<file path="config.mk">
export PLATFORM = sky130hd
export DESIGN_NAME = smsd_cell
export DESIGN_NICKNAME = d
export VERILOG_FILES = /design/src/sv/smsd_pkg.sv /design/src/sv/smsd_cell.sv
export SDC_FILE = /design/constraint.sdc
export NUM_CORES = 1
export LEC_CHECK = 0
export BUFFER_PORTS_ARGS = -buffer_cell sky130_fd_sc_hd__buf_2
export CAP_MARGIN = 10
export CORE_ASPECT_RATIO = 1.4
export CORE_MARGIN = 4
export CORE_UTILIZATION = 35
export CTS_BUF_LIST = sky130_fd_sc_hd__clkbuf_2
export DETAILED_ROUTE_END_ITERATION = 6
export HOLD_SLACK_MARGIN = 0.1
export PLACE_DENSITY = 0.66
export SLEW_MARGIN = 15
export SYNTH_ARGS = -nofsm -noshare
export SYNTH_HDL_FRONTEND = slang
export SYNTH_SLANG_ARGS = --single-unit
</file>
<file path="constraint.sdc">
create_clock -name clock -period 3.9 [get_ports clock]
set_clock_uncertainty 0.1 [all_clocks]
set_input_delay 0 -clock clock [delete_from_list [all_inputs] [get_ports clock]]
set_output_delay 0 -clock clock [all_outputs]
set_load 0.02 [all_outputs]
</file>
<file path="src/sv/smsd_pkg.sv">
package smsd_pkg;

   // Default sizes for the top level parameters
   localparam int DEF_MAX_WINDOW = 256;
   localparam int DEF_SAMPLE_BITS = 16;

   // Fixed field widths
   localparam int CSR_LEN_BITS = 9;
   localparam logic [CSR_LEN_BITS-1:0] CSR_LEN_RESET = 9'd5;
   localparam int COUNT_BITS = 32;
   // alert (1) + alert_count (32), padded to whole bytes
   localparam int RSP_DATA_BITS = 40;

   // Controls broadcast to every cell of the sorted chain
   typedef struct packed {
      logic clear;          // drop the whole window
      logic update;         // move one sample through the chain
      logic full;           // remove the oldest value while inserting
      logic sample_ge_old;  // new sample lands right of the removed one
   } cell_ctrl_type;

endpackage

</file>
<file path="src/sv/smsd_cell.sv">
module smsd_cell #(
   parameter int SAMPLE_BITS = 16
) (
   input  logic                     clock,
   input  logic                     reset,
   input  smsd_pkg::cell_ctrl_type  ctrl,
   input  logic [SAMPLE_BITS-1:0]   sample,
   input  logic [SAMPLE_BITS-1:0]   old_val,
   input  logic [SAMPLE_BITS-1:0]   left_val,
   input  logic                     left_valid,
   input  logic                     left_le,
   input  logic                     left_ge,
   input  logic [SAMPLE_BITS-1:0]   right_val,
   input  logic                     right_le,
   output logic [SAMPLE_BITS-1:0]   val,
   output logic                     valid,
   output logic                     le,
   output logic                     ge
);

   import smsd_pkg::*;

   logic [SAMPLE_BITS-1:0] val_ff;
   logic [SAMPLE_BITS-1:0] val_in;
   logic                   valid_ff;
   logic                   valid_in;

   // An empty cell counts as larger than any sample
   assign le = valid_ff && (val_ff <= sample);
   assign ge = !valid_ff || (val_ff >= old_val);

   always_comb begin
      val_in = val_ff;
      valid_in = valid_ff;
      if (ctrl.clear) begin
         valid_in = 1'b0;
      end else if (ctrl.update) begin
         if (!ctrl.full) begin
            // insert only: larger values step right
            valid_in = valid_ff | left_valid;
            if (!le) begin
               val_in = left_le ? sample : left_val;
            end
         end else if (!ctrl.sample_ge_old) begin
            // insert left of the removed value: gap closes from the left
            if (!le) begin
               if (left_le) begin
                  val_in = sample;
               end else if (!left_ge) begin
                  val_in = left_val;
               end
            end
         end else begin
            // insert right of the removed value: gap closes from the right
            if (ge) begin
               if (right_le) begin
                  val_in = right_val;
               end else if (!(left_ge && !le)) begin
                  val_in = sample;
               end
            end
         end
      end
   end

   always_ff @(posedge clock) begin
      if (reset) begin
         valid_ff <= 1'b0;
      end else begin
         valid_ff <= valid_in;
      end
      val_ff <= val_in;
   end

   assign val = val_ff;
   assign valid = valid_ff;

endmodule

</file>
==> results, run 1 <==
- The flow ran to the end, and the final reports show no timing, DRC or antenna violations.
- The clock tree from TritonCTS is done.
- In this run the cell area of the synthesized design comes to 1640 um2.
- In the finished design, the share of the clock period the worst path needs comes to 0.722.
- The routed layout has 1822 vias.
- Timing would allow up to 355 MHz.
- Setup repair after global routing left no endpoint under its margin.
- The buffer depth of the longest clock path is 2.
- The hold violation total from the final report was 0.
- The initial utilization of the core area, before any placement, comes to 0.361.
- On the worst path, the slowest cell contributes a delay of 0.56 ns.
- For the finished layout, the period the worst path requires is 2.82 ns.
- Entering global routing, the biggest net connects 33 pins.
- The signal on the critical path passes through ha_1 -> nand4_2 -> nor4_2 -> o21ai_1 -> a31o_2 -> mux2_4 -> o211a_1.
- The critical setup path kind is reg -> reg.
- Setup violations remaining at the end of the flow were counted as 0.
- The number of instances in the synthesized netlist is 179.
- The initial antenna violation count is 0.
- The flip-flop cell with the highest count after synthesis is sky130_fd_sc_hd__edfxtp_1.
- The critical path contains buffers and inverters numbering 0 combined.
- The chip width is 65.8 um.
- The synthesis-to-layout area growth is 54.0%.
- Averaged over all synthesized cells, the footprint is 9.14 um2.
- The wire length of the first global-routing pass is 8010 um.
- The library cell used as clock root buffer is sky130_fd_sc_hd__clkbuf_2.
- Adding up every negative setup slack in the final design gives 0 ns.
- The total overflow left after global routing is 0.
- The area enclosed by the die boundary is 5850 um2.
- After synthesis the netlist holds a flip-flop and latch count of 17.
- The post-CTS setup repair buffer count is 0.
- CTS built an H-tree with a depth of 1.
- At the pin with the least slew margin, the transition time is 1.08 ns.
- The die height is 88.9 um.
- The total power of the final layout is 0.000515 W.
- The number of global-route vias before repair is 1850.
- The total area of sequential cells is 500 um2.
- For this block, the routed nets add up to 4880 um of wire.
- The worst-case IR drop observed on VDD is 0.140 mV.
- The total I/O pin count is 93.
- The kind of start point of the critical path is a flop.
- The count of synthesis-stage warnings from yosys is 0.
- The clock buffer count from CTS is 3.
- The final HPWL from detailed placement is 3790 um.
- The register clock-pin slew on the reported worst setup and hold paths is 0.18 ns.
- Buffers placed on the I/O ports in this run total 92.
- The worst pin sits at a relative slew slack of 0.278.
- After the first detailed-routing iteration, the DRC count stood at 36.
- The proportion of layout cells with a drive suffix above 1 is 0.345.
- The number of enable flip-flop cells after synthesis is 16.
- The pre-antenna-repair detailed-routing pass consisted of 4 iterations.
- The number of nets in the finished design is 411.
- In the routed design, unresolved DRC markers number 0.
- The filler cells instantiated in the layout total 421.
- The multi-input combinational cells in the finished layout cover a total of 978 um2.
- The max-capacitance violation count is 0.
- After floorplanning, the core was sized to cover 4540 um2.
- The remaining antenna violation count is 0.
- The kind of cell with the highest combined delay along the critical path is compound AO/OA/AOI/OAI gates.
- The setup slack of the worst register-to-register path is 1.08 ns.
- The detail-routed via count per cell is 4.98.
- The total leakage power is 1.29 nW.
- The number of antenna diodes in the final layout is 0.
- The data required time of the worst path is 3.76 ns.
- Of the synthesized area, sequential elements account for 0.306.
- The fraction of registers with async set or reset after synthesis is 0.
- The net count of the mapped netlist is 285.
- The power density over cell area is 204 nW/um2.
- The class of the tightest hold or removal check is in -> reg.
- The max-slew violation count was 0.
- The slowest stage of the critical path belongs to the cell sky130_fd_sc_hd__o211a_1.
- STA classifies the critical path endpoint as a flop.
- The global-route total usage across every layer is 0.173.
- The endpoint arrival time on the critical path is 2.68 ns.
- The number of distinct library cells after synthesis is 37.
- The maximum net fanout on the critical path is 16.
- The floorplan has 29 rows.
- At the later pin of the worst-skew pair, clock insertion delay measures 0.30 ns.
- The final weighted congestion of routability-driven global placement is 0.805.
- CTS saw 17 sinks.
- Dividing the detail-routed wire length by the instance count gives 13.3 um.
==> synth_stat cells (all sizes together) (2+ instances only) <==
master / n / area share
a211oi: 3 / 0.014
a21o: 2 / 0.0092
a21oi: 8 / 0.024
a31oi: 17 / 0.065
buf: 5 / 0.011
edfxtp: 16 / 0.29
ha: 32 / 0.24
inv: 36 / 0.083
nand2: 6 / 0.014
nand2b: 3 / 0.013
nand3: 2 / 0.0061
nand4: 4 / 0.028
nor2: 3 / 0.0069
nor4: 2 / 0.011
o211a: 2 / 0.012
o21ai: 7 / 0.021
o22ai: 16 / 0.061
==> timing repair <==
action	CTS	global route
endpoints found under the hold margin	17	0
gates resized for setup	0	0
hold buffers	34	0
==> cells in the final DEF (no fill, tap or decap), types with 2 or more instances in the layout <==
| cell type | n |
|---|---|
| sky130_fd_sc_hd__a31oi_1 | 17 |
| sky130_fd_sc_hd__o211a_1 | 2 |
| sky130_fd_sc_hd__o21ai_0 | 6 |
| sky130_fd_sc_hd__a21o_1 | 2 |
| sky130_fd_sc_hd__clkbuf_2 | 3 |
| sky130_fd_sc_hd__ha_1 | 32 |
| sky130_fd_sc_hd__nor2_1 | 3 |
| sky130_fd_sc_hd__nand2b_1 | 2 |
| sky130_fd_sc_hd__edfxtp_1 | 16 |
| sky130_fd_sc_hd__buf_2 | 92 |
| sky130_fd_sc_hd__a21oi_1 | 8 |
| sky130_fd_sc_hd__nand3_1 | 2 |
| sky130_fd_sc_hd__nand2_1 | 6 |
| sky130_fd_sc_hd__dlygate4sd3_1 | 34 |
| sky130_fd_sc_hd__nand4_1 | 2 |
| sky130_fd_sc_hd__inv_1 | 36 |
| sky130_fd_sc_hd__a211oi_1 | 3 |
| sky130_fd_sc_hd__o22ai_1 | 16 |
==> logic make-up after synthesis <==
family	after synthesis	synth area share
and+or+nand+nor	26	0.106
DFF	17	0.306
muxes	1	0.00917
buffers and inverters	42	0.0963
adders and majority gates	32	0.245
AOI/OAI and AO/OA	61	0.239
==> report_power, final <==
group          internal (W)  leakage, nW  switching [W]   total, W
clock network     0.0000232       0.0164      0.0000589  0.0000822
logic              0.000111         1.11       0.000100   0.000211
registers          0.000214        0.156     0.00000724   0.000221
==> metrics by stage <==
| stage | std cells | hold WS [ns] | util | instance area (um2) | worst slack, ns |
|---|---|---|---|---|---|
| floorplan | 179 | -0.0232 | - | 1640 | 1.15 |
| global placement | 328 | 0.0659 | 0.476 | 2160 | 1.16 |
| detailed placement | 328 | 0.0699 | 0.476 | 2160 | 1.08 |
| CTS | 366 | 0.289 | 0.556 | 2520 | 1.06 |
| global route | 366 | 0.313 | 0.556 | 2520 | 0.834 |
| finish | 366 | 0.306 | 0.556 | 2520 | 1.08 |
==> sequential cells by signal, indices dropped and copies added, names as in the netlist <==
signal,flops
valid,1
val,16
==> final cells by class <==
| type | count | area share |
|---|---|---|
| repair buffers | 127 | 0.321 |
| flip-flops and latches | 17 | 0.199 |
| clock inverters | 1 | 0.00199 |
| inverters | 36 | 0.0536 |
| well taps | 62 | 0.0308 |
| multi-input cells | 120 | 0.388 |
| clock buffers | 3 | 0.00596 |
==> tightest hold or removal path: cells and delay by family <==
| family | cells | cell delay [ns] |
|---|---|---|
| and+or+nand+nor | 1 | 0.04 |
| buffers and inverters | 2 | 0.64 |
==> path summary, 6_finish.rpt <==
kind,start,endpoint,cells past startpoint
max,val[13]$_DFFE_PP_,val[10]$_DFFE_PP_,7
min,ctrl[3],valid$_SDFFE_PP0P_,3
max reg2reg,val[13]$_DFFE_PP_,val[10]$_DFFE_PP_,7
min reg2reg,valid$_SDFFE_PP0P_,valid$_SDFFE_PP0P_,3
==> metal layers <==
| layer | share of wire | track usage |
|---|---|---|
| met2 | 0.53 | 0.328 |
| met3 | 0.060 | 0.0201 |
| met1 | 0.41 | 0.206 |
| met4 | 0.0068 | 0.0396 |
| met5 | 0 | 0 |
Note: power is estimated with default switching activity, not from simulation.
==> run 2, diff against run 1 <==
==> constraint.sdc (replaced) <==
create_clock -name clock -period 2.9 [get_ports clock]
set_clock_uncertainty 0.1 [all_clocks]
set_input_delay 0 -clock clock [delete_from_list [all_inputs] [get_ports clock]]
set_output_delay 0 -clock clock [all_outputs]
set_load 0.02 [all_outputs]
==> results, run 2 (synthesized netlist as in run 1, its figures left out) <==
- The flow ran to the end, and the final reports show no timing, DRC or antenna violations.
- The antenna diode instance count is 0 (unchanged).
- Setup repair after global routing left no endpoint under its margin.
- The post-detailed-route DRC marker count is 0 (unchanged).
- The clock insertion delay at the later pin of the skew report came to 0.31 ns (about the same).
- The library cells used most frequently in the layout, excluding fill and tap cells, are sky130_fd_sc_hd__buf_2 (92), sky130_fd_sc_hd__inv_1 (36), sky130_fd_sc_hd__dlygate4sd3_1 (34).
- The detail-routed via count per cell is 5.09 (+2.2%).
- The number of global-route vias before repair was 1890 (+2.2%).
- The library cell used as clock root buffer is sky130_fd_sc_hd__clkbuf_2.
- The starting density of the core is 0.361 (unchanged).
- The power density over cell area is 278 nW/um2 (+36%).
- The global-route total usage across every layer is 0.175 (+0.00170).
- The sink count of the clock tree was 17 (unchanged).
- The clock tree from TritonCTS is done.
- The worst hold path begins at ctrl[3].
- The critical path goes through ha_1 -> a21oi_1 -> o21ai_0 -> a2111oi_1 -> a31o_2 -> mux2_4 -> o211a_4.
- The peak supply drop is 0.148 mV (+5.9%).
- The number of cells traversed by the worst register-to-register path is 7 (unchanged).
- The final HPWL from detailed placement is 4000 um (+5.8%).
- The register clock-pin slew on the reported worst setup and hold paths is 0.19 ns (about the same).
- In this run the critical register-to-register path is captured at val[10]$_DFFE_PP_.
- The setup slack of the worst register-to-register path was 0.36 ns (-0.72 ns).
- The wire length of the first global-routing pass was 7990 um (-0.25%).
- The commonest non-fill, non-tap cell in the layout is sky130_fd_sc_hd__buf_2.
- The number of buffers and inverters on the critical path is 0 (unchanged).
- The number of iterations in the first detailed-routing pass is 6 (+2).
- The slew of the pin with the lowest slew margin is 0.645 ns (-0.435 ns).
- The number of cells on the worst hold path was 3 (unchanged).
- The chip width is 65.8 um (unchanged).
- The highest achievable clock rate is 394 MHz (+11%).
- The largest stage delay on the critical path is 0.47 ns (-0.09 ns).
- The summed negative setup slack over all endpoints is 0 ns (unchanged).
- The end point of the worst hold path is val[0]$_DFFE_PP_.
- The endpoint class of the critical path is a flop.
- The critical setup path kind is reg -> reg.
- The origin of the critical flop-to-flop path is val[7]$_DFFE_PP_.
- The final weighted congestion of routability-driven global placement is 0.773 (-3.9%).
- The number of I/O port buffers came to 92 (unchanged).
- The hold violation total from the final report is 0 (unchanged).
- The via count came to 1868 (+2.5%).
- The proportion of layout cells with a drive suffix above 1 is 0.351 (+0.00542).
- The wire length after detailed routing is 5110 um (+4.7%).
- The instance count after placement with tap cells included is 329 (+0.30%).
- The clock buffer count from CTS was 3 (unchanged).
- The part of the cycle the worst path needs is 0.876 (+0.154).
- The count of standard-cell rows is 29 (unchanged).
- The slowest library cell on the worst path is sky130_fd_sc_hd__edfxtp_1.
- The largest net degree at the start of global routing is 25 (-24%).
- The flip-flop count of the largest register after layout is 16 (unchanged).
- The final worst slack is 0.359 ns (-0.724 ns).
- The family of cells with the greatest summed delay on the critical path is compound AO/OA/AOI/OAI gates.
- The max-capacitance violation count is 0 (unchanged).
- The final non-filler cell total is 367 (+0.27%).
- The final setup violation count was 0 (unchanged).
- The total I/O pin count is 93 (unchanged).
- The initial antenna violation count is 0 (unchanged).
- STA classifies the critical path startpoint as a flop.
- The H-tree depth is 1 (unchanged).
- The area enclosed by the die boundary was 5850 um2 (unchanged).
- The total leakage power is 1.29 nW (about the same).
- The DRC violation total after the first TritonRoute iteration is 34 (-5.6%).
- The die height was 88.9 um (unchanged).
- The post-CTS setup repair buffer count is 0 (unchanged).
- The mean routed wirelength per cell is 13.9 um (+4.4%).
- The remaining antenna violation count is 0 (unchanged).
- The endpoint arrival time on the critical path is 2.51 ns (-0.17 ns).
- The number of nets in the finished design is 412 (+0.24%).
- The data required time of the worst path came to 2.87 ns (-0.89 ns).
- The final critical path time including I/O delays and setup is 2.54 ns (-0.276 ns).
- The tightest slew margin relative to the limit is 0.570 (+0.292).
- The area growth from synthesis to layout is 54.9%.
- The max-slew violation count came to 0 (unchanged).
- The aggregate global routing overflow is 0 (unchanged).
- The placement-stage worst setup slack came to 0.0476 ns (-1.03 ns).
- The core outline area is 4540 um2 (unchanged).
- The class of the tightest hold or removal check is in -> reg.
- The maximum net fanout on the critical path was 16 (unchanged).
- The buffer depth of the longest clock path is 2 (unchanged).
## run 2: cell types whose count changed in the layout (fill, tap and decap cells not counted)
| cell | delta |
|---|---|
| sky130_fd_sc_hd__o211a_4 | +1 |
| sky130_fd_sc_hd__buf_4 | +1 |
| sky130_fd_sc_hd__o211a_1 | -1 |
## run 2: repair_timing
| action | CTS | global route |
|---|---|---|
| hold buffers | 34 | 0 |
| endpoints found under the setup margin | 0 | 16 |
| gates resized for setup | 0 | 2 |
| hold endpoints to repair | 17 | 0 |
## run 2: area by class of cell
| class | count | area (um2) |
|---|---|---|
| fill | 424 | 2000 |
| multi-input combinational | 120 | 986 |
| timing repair buffer | 128 | 816 |
| sequential | 17 | 500 |
| inverter | 36 | 135 |
| tap | 62 | 77.6 |
| clock buffer | 3 | 15.0 |
| clock inverter | 1 | 5.00 |
## run 2: through the flow
| stage | cell area (um2) | hold slack [ns] | total power, W | util |
|---|---|---|---|---|
| 3_5_place_dp | 2170 | 0.0730 | 0.000541 | 0.478 |
| 5_1_grt | 2530 | 0.117 | 0.000752 | 0.559 |
| 6_report | 2530 | 0.131 | 0.000704 | 0.559 |
| 3_3_place_gp | 2170 | 0.0669 | 0.000535 | 0.478 |
| 4_1_cts | 2530 | 0.306 | 0.000702 | 0.557 |
| 2_1_floorplan | 1640 | -0.0232 | 0.000441 | - |
## run 2: where the power goes
group,internal (W),switching [W],leakage [nW]
clock network,0.0000313,0.0000850,0.0164
registers,0.000288,0.0000105,0.156
logic,0.000152,0.000137,1.11
## run 2: routing by layer
layer  share of wire  GRT usage
met1            0.40      0.195
met2            0.54      0.338
met3           0.054     0.0289
met4          0.0063     0.0434
met5               0          0
## run 2: how the worst max path moves through the flow
stage | from | to | slack (ns) | cells past startpoint
final | val[7]$_DFFE_PP_ | val[10]$_DFFE_PP_ | 0.36 | 7
after CTS | val[7]$_DFFE_PP_ | val[10]$_DFFE_PP_ | 0.02 | 7
after detailed placement | val[7]$_DFFE_PP_ | val[6]$_DFFE_PP_ | 0.05 | 7
after global placement | val[7]$_DFFE_PP_ | val[6]$_DFFE_PP_ | 0.10 | 7
after global routing | val[5]$_DFFE_PP_ | val[10]$_DFFE_PP_ | 0.14 | 7
after floorplan | val[0]$_DFFE_PP_ | val[0]$_DFFE_PP_ | 0.15 | 8
## run 2: worst min-delay path, delay by kind of cell
family          cells  cell delay (ns)
compound gates      2             0.27
buf+inv             1             0.09
